--- src/rtl/tcpt_pkg.sv ---
// Shared types and constants for the TCP Tahoe window controller.
// No dependencies; every other file refers to it by scoped names.
package tcpt_pkg;

   localparam int SEQ_BITS_DEF  = 16;
   localparam int TIME_BITS_DEF = 32;
   localparam int CFG_BITS      = 16;
   localparam int GAIN_BITS     = 17;
   localparam int FRAC_BITS     = 16;
   localparam int CSR_IDX_BITS  = 2;

   localparam logic [GAIN_BITS-1:0] GAIN_ONE = 17'h10000;

   localparam logic [CFG_BITS-1:0] RST_TOTAL_PACKETS  = 16'd1;
   localparam logic [CFG_BITS-1:0] RST_INITIAL_WINDOW = 16'd1;
   localparam logic [CFG_BITS-1:0] RST_RTT_GAIN       = 16'd8192;
   localparam logic [CFG_BITS-1:0] RST_WAIT_OFFSET    = 16'd10000;

   typedef enum logic [CSR_IDX_BITS-1:0] {
      CSR_TOTAL_PACKETS  = 2'd0,
      CSR_INITIAL_WINDOW = 2'd1,
      CSR_RTT_GAIN       = 2'd2,
      CSR_WAIT_OFFSET    = 2'd3
   } csr_index_type;

   typedef enum logic [1:0] {
      KIND_ACK     = 2'd0,
      KIND_TIMEOUT = 2'd1,
      KIND_SYNACK  = 2'd2,
      KIND_UNUSED  = 2'd3
   } kind_type;

   typedef enum logic [1:0] {
      STAGE_HANDSHAKE = 2'd0,
      STAGE_DATA      = 2'd1,
      STAGE_DONE      = 2'd2,
      STAGE_SPARE     = 2'd3
   } stage_type;

   typedef enum logic [3:0] {
      ST_IDLE,
      ST_CHECK,
      ST_MUL_AK,
      ST_MUL_RG,
      ST_MUL_DK,
      ST_MUL_EG,
      ST_WAIT,
      ST_DIV,
      ST_FINISH
   } fsm_type;

   typedef enum logic {
      OP_MUL = 1'b0,
      OP_DIV = 1'b1
   } unit_op_type;

   typedef struct packed {
      logic        start;
      unit_op_type op;
   } unit_ctl_type;

   typedef struct packed {
      logic busy;
      logic done;
   } unit_sts_type;

endpackage

--- src/rtl/tcpt_mac_unit.sv ---
// Shared bit-serial unit: shift-add multiply by a 17-bit gain, or
// restoring divide of a 17-bit dividend (2^16 from the top level) by an MW-bit divisor. Depends on tcpt_pkg.
module tcpt_mac_unit #(
   parameter int MW = tcpt_pkg::GAIN_BITS,
   localparam int AW = MW + tcpt_pkg::GAIN_BITS + 1
) (
   input  logic                            clock,
   input  logic                            reset,
   input  tcpt_pkg::unit_ctl_type          ctl,
   input  logic [MW-1:0]                   mcand,
   input  logic [tcpt_pkg::GAIN_BITS-1:0]  mplier,
   output tcpt_pkg::unit_sts_type          sts,
   output logic [AW-1:0]                   product,
   output logic [tcpt_pkg::GAIN_BITS-1:0]  quotient
);

   localparam int GB = tcpt_pkg::GAIN_BITS;
   localparam int CB = $clog2(GB);
   localparam logic [CB-1:0] LAST_STEP = CB'(GB - 1);

   logic                  busy_ff, busy_in;
   logic                  done_ff, done_in;
   logic [CB-1:0]         cnt_ff, cnt_in;
   tcpt_pkg::unit_op_type op_ff;
   logic [MW-1:0]         mcand_ff;
   logic [GB-1:0]         mplier_ff, mplier_in;
   logic [AW-1:0]         acc_ff, acc_in;
   logic [AW-1:0]         shifted, addend;
   logic [AW:0]           sum;
   logic                  is_div;

   assign is_div  = (op_ff == tcpt_pkg::OP_DIV);
   assign shifted = {acc_ff[AW-2:0], is_div & mplier_ff[GB-1]};
   assign addend  = is_div ? ~AW'(mcand_ff) : (mplier_ff[GB-1] ? AW'(mcand_ff) : '0);
   assign sum     = {1'b0, shifted} + {1'b0, addend} + (AW+1)'(is_div);

   always_comb begin
      busy_in   = busy_ff;
      done_in   = 1'b0;
      cnt_in    = cnt_ff;
      acc_in    = acc_ff;
      mplier_in = mplier_ff;
      if (ctl.start) begin
         busy_in   = 1'b1;
         cnt_in    = '0;
         acc_in    = '0;
         mplier_in = mplier;
      end else if (busy_ff) begin
         // keep the difference only when it did not borrow
         if (is_div) begin
            acc_in    = sum[AW] ? sum[AW-1:0] : shifted;
            mplier_in = {mplier_ff[GB-2:0], sum[AW]};
         end else begin
            acc_in    = sum[AW-1:0];
            mplier_in = {mplier_ff[GB-2:0], 1'b0};
         end
         cnt_in = cnt_ff + 1'b1;
         if (cnt_ff == LAST_STEP) begin
            busy_in = 1'b0;
            done_in = 1'b1;
         end
      end
   end

   always_ff @(posedge clock) begin
      if (reset) begin
         busy_ff <= 1'b0;
         done_ff <= 1'b0;
         cnt_ff  <= '0;
      end else begin
         busy_ff <= busy_in;
         done_ff <= done_in;
         cnt_ff  <= cnt_in;
      end
   end

   always_ff @(posedge clock) begin
      acc_ff    <= acc_in;
      mplier_ff <= mplier_in;
      if (ctl.start) begin
         op_ff    <= ctl.op;
         mcand_ff <= mcand;
      end
   end

   assign sts.busy = busy_ff;
   assign sts.done = done_ff;
   assign product  = acc_ff;
   assign quotient = mplier_ff;

endmodule

--- src/rtl/tcp_tahoe_window_control.sv ---
// Top level of the TCP Tahoe sender window controller for one flow.
// Depends on tcpt_pkg and tcpt_mac_unit.
//
//  channel | ports                          | moves
//  --------+--------------------------------+-------------------------------------
//  req     | req_tvalid/tready/tdata/tuser  | one event request (ack, timeout, synack)
//  rsp     | rsp_tvalid/tready/tdata        | one result per request
//  csr     | csr_we/csr_index/csr_wdata     | register write, no wait, no read-back
//
// Steps: an accepted ack runs four 17-step multiplies on the shared serial unit and,
// in congestion avoidance unless it is the last packet or a fourth duplicate, one
// 17-step divide; a synack in the handshake passes through check, wait and finish,
// timeouts and ignored requests through check and finish. Reset is synchronous and
// clears all flow state at once. A result waits in the output register while the next
// request is taken; the finish step stalls only while that register is full and not taken.
module tcp_tahoe_window_control #(
   parameter int SEQ_BITS  = tcpt_pkg::SEQ_BITS_DEF,
   parameter int TIME_BITS = tcpt_pkg::TIME_BITS_DEF,
   localparam int IN_W  = ((SEQ_BITS + 2 * TIME_BITS + 7) / 8) * 8,
   localparam int OUT_W = ((2 * SEQ_BITS + TIME_BITS + 6 + 7) / 8) * 8
) (
   input  logic                              clock,
   input  logic                              reset,
   input  logic                              req_tvalid,
   output logic                              req_tready,
   // seq_num, sent_time, now_time
   input  logic [IN_W-1:0]                   req_tdata,
   // kind
   input  logic [1:0]                        req_tuser,
   output logic                              rsp_tvalid,
   input  logic                              rsp_tready,
   // win_first, win_last, retransmit_wait, send_window, retransmit,
   // send_fin, send_ack, ignored, avoidance_mode
   output logic [OUT_W-1:0]                  rsp_tdata,
   input  logic                              csr_we,
   input  logic [tcpt_pkg::CSR_IDX_BITS-1:0] csr_index,
   input  logic [tcpt_pkg::CFG_BITS-1:0]     csr_wdata
);

   localparam int SB = SEQ_BITS;
   localparam int TB = TIME_BITS;
   localparam int GB = tcpt_pkg::GAIN_BITS;
   localparam int FB = tcpt_pkg::FRAC_BITS;
   localparam int KB = tcpt_pkg::CFG_BITS;
   localparam int NW = (SB > KB) ? SB : KB;
   localparam int PW = NW + 2;
   localparam int MW0 = (TB > SB + 1) ? TB : SB + 1;
   localparam int MW = (MW0 > GB) ? MW0 : GB;
   localparam int AW = MW + GB + 1;
   localparam int WW = TB + 3;

   // configuration
   logic [KB-1:0] total_packets_ff, initial_window_ff, rtt_gain_ff, wait_offset_ff;

   // flow state
   tcpt_pkg::stage_type stage_ff, stage_in;
   logic          avoid_ff, avoid_in;
   logic [SB-1:0] low_ff, low_in, high_ff, high_in;
   logic [SB:0]   ssth_ff, ssth_in;
   logic [2:0]    dup_ff, dup_in;
   logic [FB-1:0] frac_ff, frac_in;
   logic [TB-1:0] last_to_ff, last_to_in;
   logic [TB-1:0] avg_ff, dev_ff, wait_ff;

   // sequencer and working registers
   tcpt_pkg::fsm_type state_ff, state_in;
   logic              issued_ff, issued_in;
   tcpt_pkg::kind_type kind_ff;
   logic [SB-1:0]     seq_ff;
   logic [TB-1:0]     sent_ff, now_ff, rtt_ff, tmp_ff, diff_ff;
   logic [GB-1:0]     quo_ff;

   // output register
   logic              rsp_valid_ff, rsp_valid_in;
   logic [OUT_W-1:0]  rsp_data_ff, rsp_data_in;

   // shared unit
   tcpt_pkg::unit_ctl_type unit_ctl;
   tcpt_pkg::unit_sts_type unit_sts;
   logic [MW-1:0]  unit_mcand;
   logic [GB-1:0]  unit_mplier;
   logic [AW-1:0]  unit_product;
   logic [GB-1:0]  unit_quotient;
   logic [TB-1:0]  prod_hi;

   logic          req_fire, finish_fire;
   logic [TB-1:0] rtt_c;
   logic [SB:0]   size_c;
   logic [GB-1:0] keep_c;
   logic [PW-1:0] seq_x, tot_x;
   logic          ack_ok, ack_fin, to_ok, dup4, dup_fire, need_div;
   logic [2:0]    dup_next;
   logic [WW-1:0] wait_sum;

   logic          f_send, f_retx, f_fin, f_ack, f_ign;
   logic [PW-1:0] grow_size, grow_end, grow_cap;
   logic [FB+1:0] frac_sum;
   logic [NW-1:0] iw_eff, first_win;

   assign req_tready = (state_ff == tcpt_pkg::ST_IDLE);
   assign req_fire   = req_tvalid & req_tready;
   assign rsp_tvalid = rsp_valid_ff;
   assign rsp_tdata  = rsp_data_ff;

   // ---------------- derived terms of the current request ----------------
   assign rtt_c   = (now_ff >= sent_ff) ? (now_ff - sent_ff) : '0;
   assign size_c  = {1'b0, high_ff} - {1'b0, low_ff} + 1'b1;
   assign keep_c  = tcpt_pkg::GAIN_ONE - {1'b0, rtt_gain_ff};
   assign seq_x   = PW'(seq_ff);
   assign tot_x   = PW'(total_packets_ff);
   assign prod_hi = unit_product[FB +: TB];

   assign ack_ok  = (stage_ff == tcpt_pkg::STAGE_DATA) && (seq_ff >= low_ff) &&
                    (sent_ff >= last_to_ff) && (seq_x <= tot_x);
   assign ack_fin = (seq_x == tot_x);
   assign to_ok   = (stage_ff == tcpt_pkg::STAGE_DATA) && (sent_ff >= last_to_ff) &&
                    (seq_ff >= low_ff) && (seq_ff <= high_ff);
   assign dup_next = (seq_ff == low_ff) ? (dup_ff + 3'd1) : 3'd0;
   assign dup4     = (dup_next > 3'd3);
   // the duplicate-driven timeout passes now_time as the send time
   assign dup_fire = (now_ff >= last_to_ff);
   assign need_div = !ack_fin && avoid_ff && !dup4;

   // wait = A + A/2 + 4D + offset, held at all ones on overflow
   assign wait_sum = WW'(avg_ff) + WW'(avg_ff >> 1) + (WW'(dev_ff) << 2) +
                     WW'(wait_offset_ff);

   // ---------------- operand selection for the shared unit ----------------
   always_comb begin
      unit_mcand  = MW'(avg_ff);
      unit_mplier = keep_c;
      unique case (state_ff)
         tcpt_pkg::ST_MUL_RG: begin
            unit_mcand  = MW'(rtt_ff);
            unit_mplier = {1'b0, rtt_gain_ff};
         end
         tcpt_pkg::ST_MUL_DK: begin
            unit_mcand  = MW'(dev_ff);
            unit_mplier = keep_c;
         end
         tcpt_pkg::ST_MUL_EG: begin
            unit_mcand  = MW'(diff_ff);
            unit_mplier = {1'b0, rtt_gain_ff};
         end
         tcpt_pkg::ST_DIV: begin
            unit_mcand  = MW'(size_c);
            unit_mplier = tcpt_pkg::GAIN_ONE;
         end
         default: begin
            unit_mcand  = MW'(avg_ff);
            unit_mplier = keep_c;
         end
      endcase
   end

   tcpt_mac_unit #(.MW(MW)) u_unit (
      .clock    (clock),
      .reset    (reset),
      .ctl      (unit_ctl),
      .mcand    (unit_mcand),
      .mplier   (unit_mplier),
      .sts      (unit_sts),
      .product  (unit_product),
      .quotient (unit_quotient)
   );

   // ---------------- sequencer ----------------
   always_comb begin
      state_in       = state_ff;
      issued_in      = issued_ff;
      unit_ctl.start = 1'b0;
      unit_ctl.op    = tcpt_pkg::OP_MUL;
      finish_fire    = 1'b0;
      unique case (state_ff)
         tcpt_pkg::ST_IDLE: begin
            if (req_fire) state_in = tcpt_pkg::ST_CHECK;
         end
         tcpt_pkg::ST_CHECK: begin
            priority if (kind_ff == tcpt_pkg::KIND_ACK && ack_ok)
               state_in = tcpt_pkg::ST_MUL_AK;
            else if (kind_ff == tcpt_pkg::KIND_SYNACK &&
                     stage_ff == tcpt_pkg::STAGE_HANDSHAKE)
               state_in = tcpt_pkg::ST_WAIT;
            else
               state_in = tcpt_pkg::ST_FINISH;
         end
         tcpt_pkg::ST_MUL_AK, tcpt_pkg::ST_MUL_RG,
         tcpt_pkg::ST_MUL_DK, tcpt_pkg::ST_MUL_EG, tcpt_pkg::ST_DIV: begin
            unit_ctl.op = (state_ff == tcpt_pkg::ST_DIV) ? tcpt_pkg::OP_DIV
                                                         : tcpt_pkg::OP_MUL;
            if (!issued_ff) begin
               unit_ctl.start = 1'b1;
               issued_in      = 1'b1;
            end else if (unit_sts.done) begin
               issued_in = 1'b0;
               unique case (state_ff)
                  tcpt_pkg::ST_MUL_AK: state_in = tcpt_pkg::ST_MUL_RG;
                  tcpt_pkg::ST_MUL_RG: state_in = tcpt_pkg::ST_MUL_DK;
                  tcpt_pkg::ST_MUL_DK: state_in = tcpt_pkg::ST_MUL_EG;
                  tcpt_pkg::ST_MUL_EG: state_in = tcpt_pkg::ST_WAIT;
                  default:             state_in = tcpt_pkg::ST_FINISH;
               endcase
            end
         end
         tcpt_pkg::ST_WAIT: begin
            state_in = (kind_ff == tcpt_pkg::KIND_ACK && need_div) ? tcpt_pkg::ST_DIV
                                                                   : tcpt_pkg::ST_FINISH;
         end
         tcpt_pkg::ST_FINISH: begin
            // hold until the output register is free
            if (!rsp_valid_ff || rsp_tready) begin
               finish_fire = 1'b1;
               state_in    = tcpt_pkg::ST_IDLE;
            end
         end
         default: state_in = tcpt_pkg::ST_IDLE;
      endcase
   end

   // ---------------- window update at the finish step ----------------
   always_comb begin
      stage_in   = stage_ff;
      avoid_in   = avoid_ff;
      low_in     = low_ff;
      high_in    = high_ff;
      ssth_in    = ssth_ff;
      dup_in     = dup_ff;
      frac_in    = frac_ff;
      last_to_in = last_to_ff;
      f_send = 1'b0; f_retx = 1'b0; f_fin = 1'b0; f_ack = 1'b0; f_ign = 1'b0;

      frac_sum  = (FB+2)'(frac_ff) + (FB+2)'(quo_ff);
      grow_size = avoid_ff ? (PW'(size_c) + PW'(frac_sum[FB+1:FB]))
                           : (PW'(size_c) + 1'b1);
      grow_end  = seq_x + grow_size - 1'b1;
      grow_cap  = tot_x - 1'b1;
      iw_eff    = (initial_window_ff == '0) ? NW'(1) : NW'(initial_window_ff);
      first_win = (iw_eff < NW'(total_packets_ff)) ? iw_eff : NW'(total_packets_ff);

      unique case (kind_ff)
         tcpt_pkg::KIND_SYNACK: begin
            if (stage_ff != tcpt_pkg::STAGE_HANDSHAKE) begin
               f_ign = 1'b1;
            end else begin
               stage_in = tcpt_pkg::STAGE_DATA;
               low_in   = '0;
               high_in  = (total_packets_ff == '0) ? '0 : SB'(first_win - 1'b1);
               f_ack    = 1'b1;
               f_send   = 1'b1;
            end
         end
         tcpt_pkg::KIND_TIMEOUT: begin
            if (to_ok) begin
               last_to_in = now_ff;
               avoid_in   = 1'b0;
               ssth_in    = size_c >> 1;
               high_in    = low_ff;
               f_retx     = 1'b1;
            end else begin
               f_ign = 1'b1;
            end
         end
         tcpt_pkg::KIND_ACK: begin
            priority if (!ack_ok) begin
               f_ign = 1'b1;
            end else if (ack_fin) begin
               low_in   = seq_ff;
               high_in  = seq_ff;
               stage_in = tcpt_pkg::STAGE_DONE;
               f_fin    = 1'b1;
            end else if (avoid_ff && dup4) begin
               // fourth duplicate: drop to one packet as a timeout would
               dup_in = '0;
               if (dup_fire) begin
                  last_to_in = now_ff;
                  avoid_in   = 1'b0;
                  ssth_in    = size_c >> 1;
                  high_in    = low_ff;
                  f_retx     = 1'b1;
               end
            end else begin
               if (avoid_ff) begin
                  dup_in  = dup_next;
                  frac_in = frac_sum[FB-1:0];
               end else if (grow_size > PW'(ssth_ff)) begin
                  avoid_in = 1'b1;
               end
               low_in  = seq_ff;
               high_in = SB'((grow_end > grow_cap) ? grow_cap : grow_end);
               f_send  = 1'b1;
            end
         end
         default: f_ign = 1'b1;
      endcase

      rsp_valid_in = finish_fire ? 1'b1 : (rsp_tready ? 1'b0 : rsp_valid_ff);
      rsp_data_in  = OUT_W'({avoid_in, f_ign, f_ack, f_fin, f_retx, f_send,
                             wait_ff, high_in, low_in});
   end

   // ---------------- registers with reset ----------------
   always_ff @(posedge clock) begin
      if (reset) begin
         state_ff          <= tcpt_pkg::ST_IDLE;
         issued_ff         <= 1'b0;
         rsp_valid_ff      <= 1'b0;
         total_packets_ff  <= tcpt_pkg::RST_TOTAL_PACKETS;
         initial_window_ff <= tcpt_pkg::RST_INITIAL_WINDOW;
         rtt_gain_ff       <= tcpt_pkg::RST_RTT_GAIN;
         wait_offset_ff    <= tcpt_pkg::RST_WAIT_OFFSET;
         stage_ff          <= tcpt_pkg::STAGE_HANDSHAKE;
         avoid_ff          <= 1'b0;
         low_ff            <= '0;
         high_ff           <= '0;
         ssth_ff           <= '1;
         dup_ff            <= '0;
         frac_ff           <= '0;
         last_to_ff        <= '0;
         avg_ff            <= '0;
         dev_ff            <= '0;
         wait_ff           <= '0;
      end else begin
         state_ff     <= state_in;
         issued_ff    <= issued_in;
         rsp_valid_ff <= rsp_valid_in;
         if (csr_we) begin
            unique case (tcpt_pkg::csr_index_type'(csr_index))
               tcpt_pkg::CSR_TOTAL_PACKETS:  total_packets_ff  <= csr_wdata;
               tcpt_pkg::CSR_INITIAL_WINDOW: initial_window_ff <= csr_wdata;
               tcpt_pkg::CSR_RTT_GAIN:       rtt_gain_ff       <= csr_wdata;
               tcpt_pkg::CSR_WAIT_OFFSET:    wait_offset_ff    <= csr_wdata;
               default: ;
            endcase
         end
         // the synack seeds both averages with its round trip
         if (state_ff == tcpt_pkg::ST_CHECK && kind_ff == tcpt_pkg::KIND_SYNACK &&
             stage_ff == tcpt_pkg::STAGE_HANDSHAKE) begin
            avg_ff <= rtt_c;
            dev_ff <= rtt_c;
         end
         if (issued_ff && unit_sts.done) begin
            if (state_ff == tcpt_pkg::ST_MUL_RG) avg_ff <= tmp_ff + prod_hi;
            if (state_ff == tcpt_pkg::ST_MUL_EG) dev_ff <= tmp_ff + prod_hi;
         end
         if (state_ff == tcpt_pkg::ST_WAIT)
            wait_ff <= (wait_sum[WW-1:TB] != '0) ? '1 : wait_sum[TB-1:0];
         if (finish_fire) begin
            stage_ff   <= stage_in;
            avoid_ff   <= avoid_in;
            low_ff     <= low_in;
            high_ff    <= high_in;
            ssth_ff    <= ssth_in;
            dup_ff     <= dup_in;
            frac_ff    <= frac_in;
            last_to_ff <= last_to_in;
         end
      end
   end

   // ---------------- payload registers ----------------
   always_ff @(posedge clock) begin
      if (req_fire) begin
         kind_ff <= tcpt_pkg::kind_type'(req_tuser);
         seq_ff  <= req_tdata[SB-1:0];
         sent_ff <= req_tdata[SB +: TB];
         now_ff  <= req_tdata[SB+TB +: TB];
      end
      if (state_ff == tcpt_pkg::ST_CHECK) rtt_ff <= rtt_c;
      if (issued_ff && unit_sts.done) begin
         if (state_ff == tcpt_pkg::ST_MUL_AK || state_ff == tcpt_pkg::ST_MUL_DK)
            tmp_ff <= prod_hi;
         if (state_ff == tcpt_pkg::ST_MUL_DK)
            diff_ff <= (rtt_ff >= avg_ff) ? (rtt_ff - avg_ff) : (avg_ff - rtt_ff);
         if (state_ff == tcpt_pkg::ST_DIV)
            quo_ff <= unit_quotient;
      end
      if (finish_fire) rsp_data_ff <= rsp_data_in;
   end

endmodule

--- config.mk ---
export PLATFORM = sky130hd
export DESIGN_NAME = tcp_tahoe_window_control
export DESIGN_NICKNAME = d
export VERILOG_FILES = /design/src/rtl/tcpt_pkg.sv /design/src/rtl/tcpt_mac_unit.sv /design/src/rtl/tcp_tahoe_window_control.sv
export SDC_FILE = /design/constraint.sdc
export NUM_CORES = 2
export LEC_CHECK = 0
export BUFFER_PORTS_ARGS = -buffer_cell sky130_fd_sc_hd__buf_2
export CORE_MARGIN = 2
export CORE_UTILIZATION = 30
export DETAILED_ROUTE_END_ITERATION = 6
export PLACE_DENSITY = 0.5
export SLEW_MARGIN = 25
export SYNTH_ARGS = -nofsm -noshare
export SYNTH_HDL_FRONTEND = slang
export SYNTH_SLANG_ARGS = --single-unit
--- constraint.sdc ---
create_clock -name clock -period 23.9 [get_ports clock]
set_input_delay 4.78 -clock clock [delete_from_list [all_inputs] [get_ports clock]]
set_output_delay 4.78 -clock clock [all_outputs]
set_load 0.02 [all_outputs]
==> impl_metrics.csv <==
group,metric,value,unit
critical_path,cp_slowest_stage_delay,0.49,ns
cts,post-cts-setup-buffers,0,
route,drcViolationCount,8,
cts,clk_pin_slew,0.06,ns
floorplan,die_h,388.8,µm
outcome,status,"finished, violations left",
placement,place_hpwl,118.3,mm
timing,maxSlewHeadroom,0.2466,
power,powerDensity,149.8,mW/mm²
cts,clock_path_buffers,3,
layout,fin_util,0.3397,
floorplan,die_area,0.1511,mm²
worst_hold_path,hold_path_class,"reg -> reg",
worst_hold_path,holdPathStages,0,
power,irDropWorstVdd,0.0003737,V
cts,cts_resized,0,
timing,hold_viol,0,
timing,worstMarginPinSlew,1.118,ns
timing,maxSlewViolCount,0,
floorplan,core,0.1473,mm²
placement,place_area,0.04720,mm²
synth,synth-edff-count,315,
route,vias,37601,
layout,syn_to_final_growth,12.69,%
cts,ctsRootBufferMaster,"clkbuf_16",
timing,period_share,0.3951,
outcome,violations,"design-rule violations",
synth,synth_warnings,0,
global_routing,grt_overflow,0,
synth,ys_seq_area_frac,0.3595,
placement,port_buffers,176,
layout,final_area,0.05005,mm²
critical_path,rr_worst_depth,44,
floorplan,io_pins,179,
synth,ys_async_sr_fraction,0,
route,vias_per_cell,5.343,
timing,fin_skew,0.03520,ns
cts,worstSkewPairLatency,0.71,ns
timing,fin_crit,9.443,ns
critical_path,end_kind,"flop",
global_routing,grt_antenna_before_repair,19,
power,p_leak,0.02037,µW
synth,synthCells,4963,
cts,numCtsBuffers,81,
route,antenna_left,0,
cts,cts_htree_levels,3,
route,drtIter0Drc,3457,
synth,synth_cell_types,106,
synth,yosys.area.top_type,"edfxtp_1",
synth,ys.flop_type,"dfxtp_1",
synth,ys_top_cells_by_area,"edfxtp_1, dfxtp_1, ha_1",
critical_path,cp_max_fo,31,
global_routing,grt_max_degree,83,
flow_run,maxCapViolations,0,
floorplan,start_util,0.3015,
critical_path,worst_setup_path_start_kind,"flop",
route,firstDrtPassIters,7,
floorplan,dieWidth,388.8,µm
global_routing,grt.total_usage,0.1992,
layout,nets,5671,
cts,cts_tree,"done",
critical_path,critPathSlowestCell,"nor4b_1",
timing,setup_viol,0,
layout,drive_above_1_share,0.09171,
placement,routabilityCongestion,0.9483,
floorplan,rows,141,
timing,tns,0,ns
critical_path,required,24.34,ns
placement,post-place-ws,14.52,ns
cts,hold_buffers,0,
synth,synth.cell_area,0.04441,mm²
route,wl_per_cell,21.93,µm
route,finalWirelength,154.3,mm
timing,fmax,105.9,MHz
timing,rsz0062_at_grt,"false",
cts,numClockSinks,640,
timing,fin_ws,14.46,ns
critical_path,critPathArrivalTime,9.88,ns
global_routing,grt_pass1_vias,35357,
critical_path,crit_type,"reg -> reg",
synth,avgSynthCellArea,8.949,µm²
synth,yosys_register_bits,640,
global_routing,grt_pass1_wl,230.1,mm
synth,synth_top_area_share,0.2130,
==> cells by family after synthesis <==
kind of cell | share of synthesized area
buffers and inverters | 0.05217
other | 0.00008444
muxes | 0.02234
and+or+nand+nor | 0.1337
xor gates and xnor gates | 0.04812
AOI/OAI and AO/OA | 0.2250
adders and majority gates | 0.1591
DFF | 0.3595
==> per-layer routing <==
metal	vias to the layer above	share of wire	wire, µm	track usage
li1	18188	-	-	-
met1	18099	0.49	74920	0.2951
met2	1162	0.43	66330	0.3016
met3	152	0.064	9890	0.02695
met4	0	0.021	3169	0.05157
met5	-	0	0	0
==> path summary, 6_finish.rpt <==
| path | end | startpoint | slack (ns) |
|---|---|---|---|
| max | rsp_tdata[18] | quo_ff[1] | 14.46 |
| min | rsp_tdata[58] | wait_ff[26] | 0.43 |
| max reg2reg | rsp_tdata[18] | quo_ff[1] | 14.46 |
| min reg2reg | rsp_tdata[58] | wait_ff[26] | 0.43 |
==> power by group <==
group / leakage [µW] / switching (µW) / internal (µW)
clock network: 0.00134 / 537 / 755
registers: 0.00555 / 205 / 1410
logic: 0.0135 / 2850 / 1740
total: 0.0204 / 3590 / 3910
==> critical path: cells and delay by family, from the launching register on <==
kind	cells	cell delay [ns]
AOI/OAI and AO/OA	17	3.17
xor gates and xnor gates	3	0.47
adders and majority gates	5	1.48
buffers and inverters	3	0.35
DFF	1	0.41
muxes	1	0.26
and+or+nand+nor	15	3.00
==> final cells by class <==
cell class,instances,area [µm²]
Antenna cell,4,10.01
Clock buffer,115,2332
Clock inverter,36,444.2
Fill cell,15125,97260
Inverter,352,1323
Multi-Input combinational cell,3734,26260
Sequential cell,640,15970
Tap cell,1930,2415
Timing Repair Buffer,226,1303
==> stage by stage <==
step                total power [µW]  hold slack, ns  cells
floorplan                       4832          0.4030   4964
global placement                6156          0.4149   6880
detailed placement              6164          0.4126   6880
CTS                             7507          0.4240   7031
global route                    8087          0.4399   7036
finish                          7499          0.4254   7037
==> flip-flops by register name (all words and copies together) (netlist names), 17 cells and up <==
name and count:
rtt_ff 32, ssth_ff 17, quo_ff 17, avg_ff 32, sent_ff 32, now_ff 32, u_unit.quotient 17, rsp_tdata 70
u_unit.mcand_ff 32, wait_ff 32, last_to_ff 32, diff_ff 32, u_unit.product 49, tmp_ff 32, dev_ff 32
==> cells in the mapped netlist, types with 14 or more instances <==
master and n:
fa_1 56, a21o_1 145, buf_2 19, a22oi_1 28, nand3_1 81, nor2_1 319, o21a_1 51, nand2b_1 39
a21oi_1 562, and2_1 34, a31oi_1 46, or2_2 14, dfxtp_1 325, nand4_1 53, a222oi_1 33, o21ai_0 307
clkbuf_1 198, a211oi_1 125, and3_1 37, edfxtp_1 315, o211ai_1 44, o31ai_1 17, nand2_1 496, xnor2_1 145
ha_1 475, mux2i_1 56, a211o_1 14, a22o_1 19, nor3_1 73, nor2b_1 47, a221oi_1 21, xor2_1 99
inv_1 350, o21bai_1 46, mux2_2 37
==> cell usage in the layout (no fill, tap or decap), types with 34 or more instances in the layout <==
cell       count
nand3_1       80
xor2_1        99
o21ai_0      306
and3_1        36
inv_1        348
o211ai_1      44
a211oi_1     123
dfxtp_1      324
nand2b_1      39
nor2b_1       47
xnor2_1      143
nand2_1      494
nand4_1       53
fa_1          56
edfxtp_1     315
buf_2        175
o21a_1        51
nor2_1       313
a21o_1       145
o21bai_1      46
a21oi_1      561
nor3_1        69
ha_1         475
and2_1        34
a31oi_1       46
clkbuf_16     87
mux2_2        37
buf_4         48
mux2i_1       56
No activity file was read; power rests on OpenSTA's default activity.
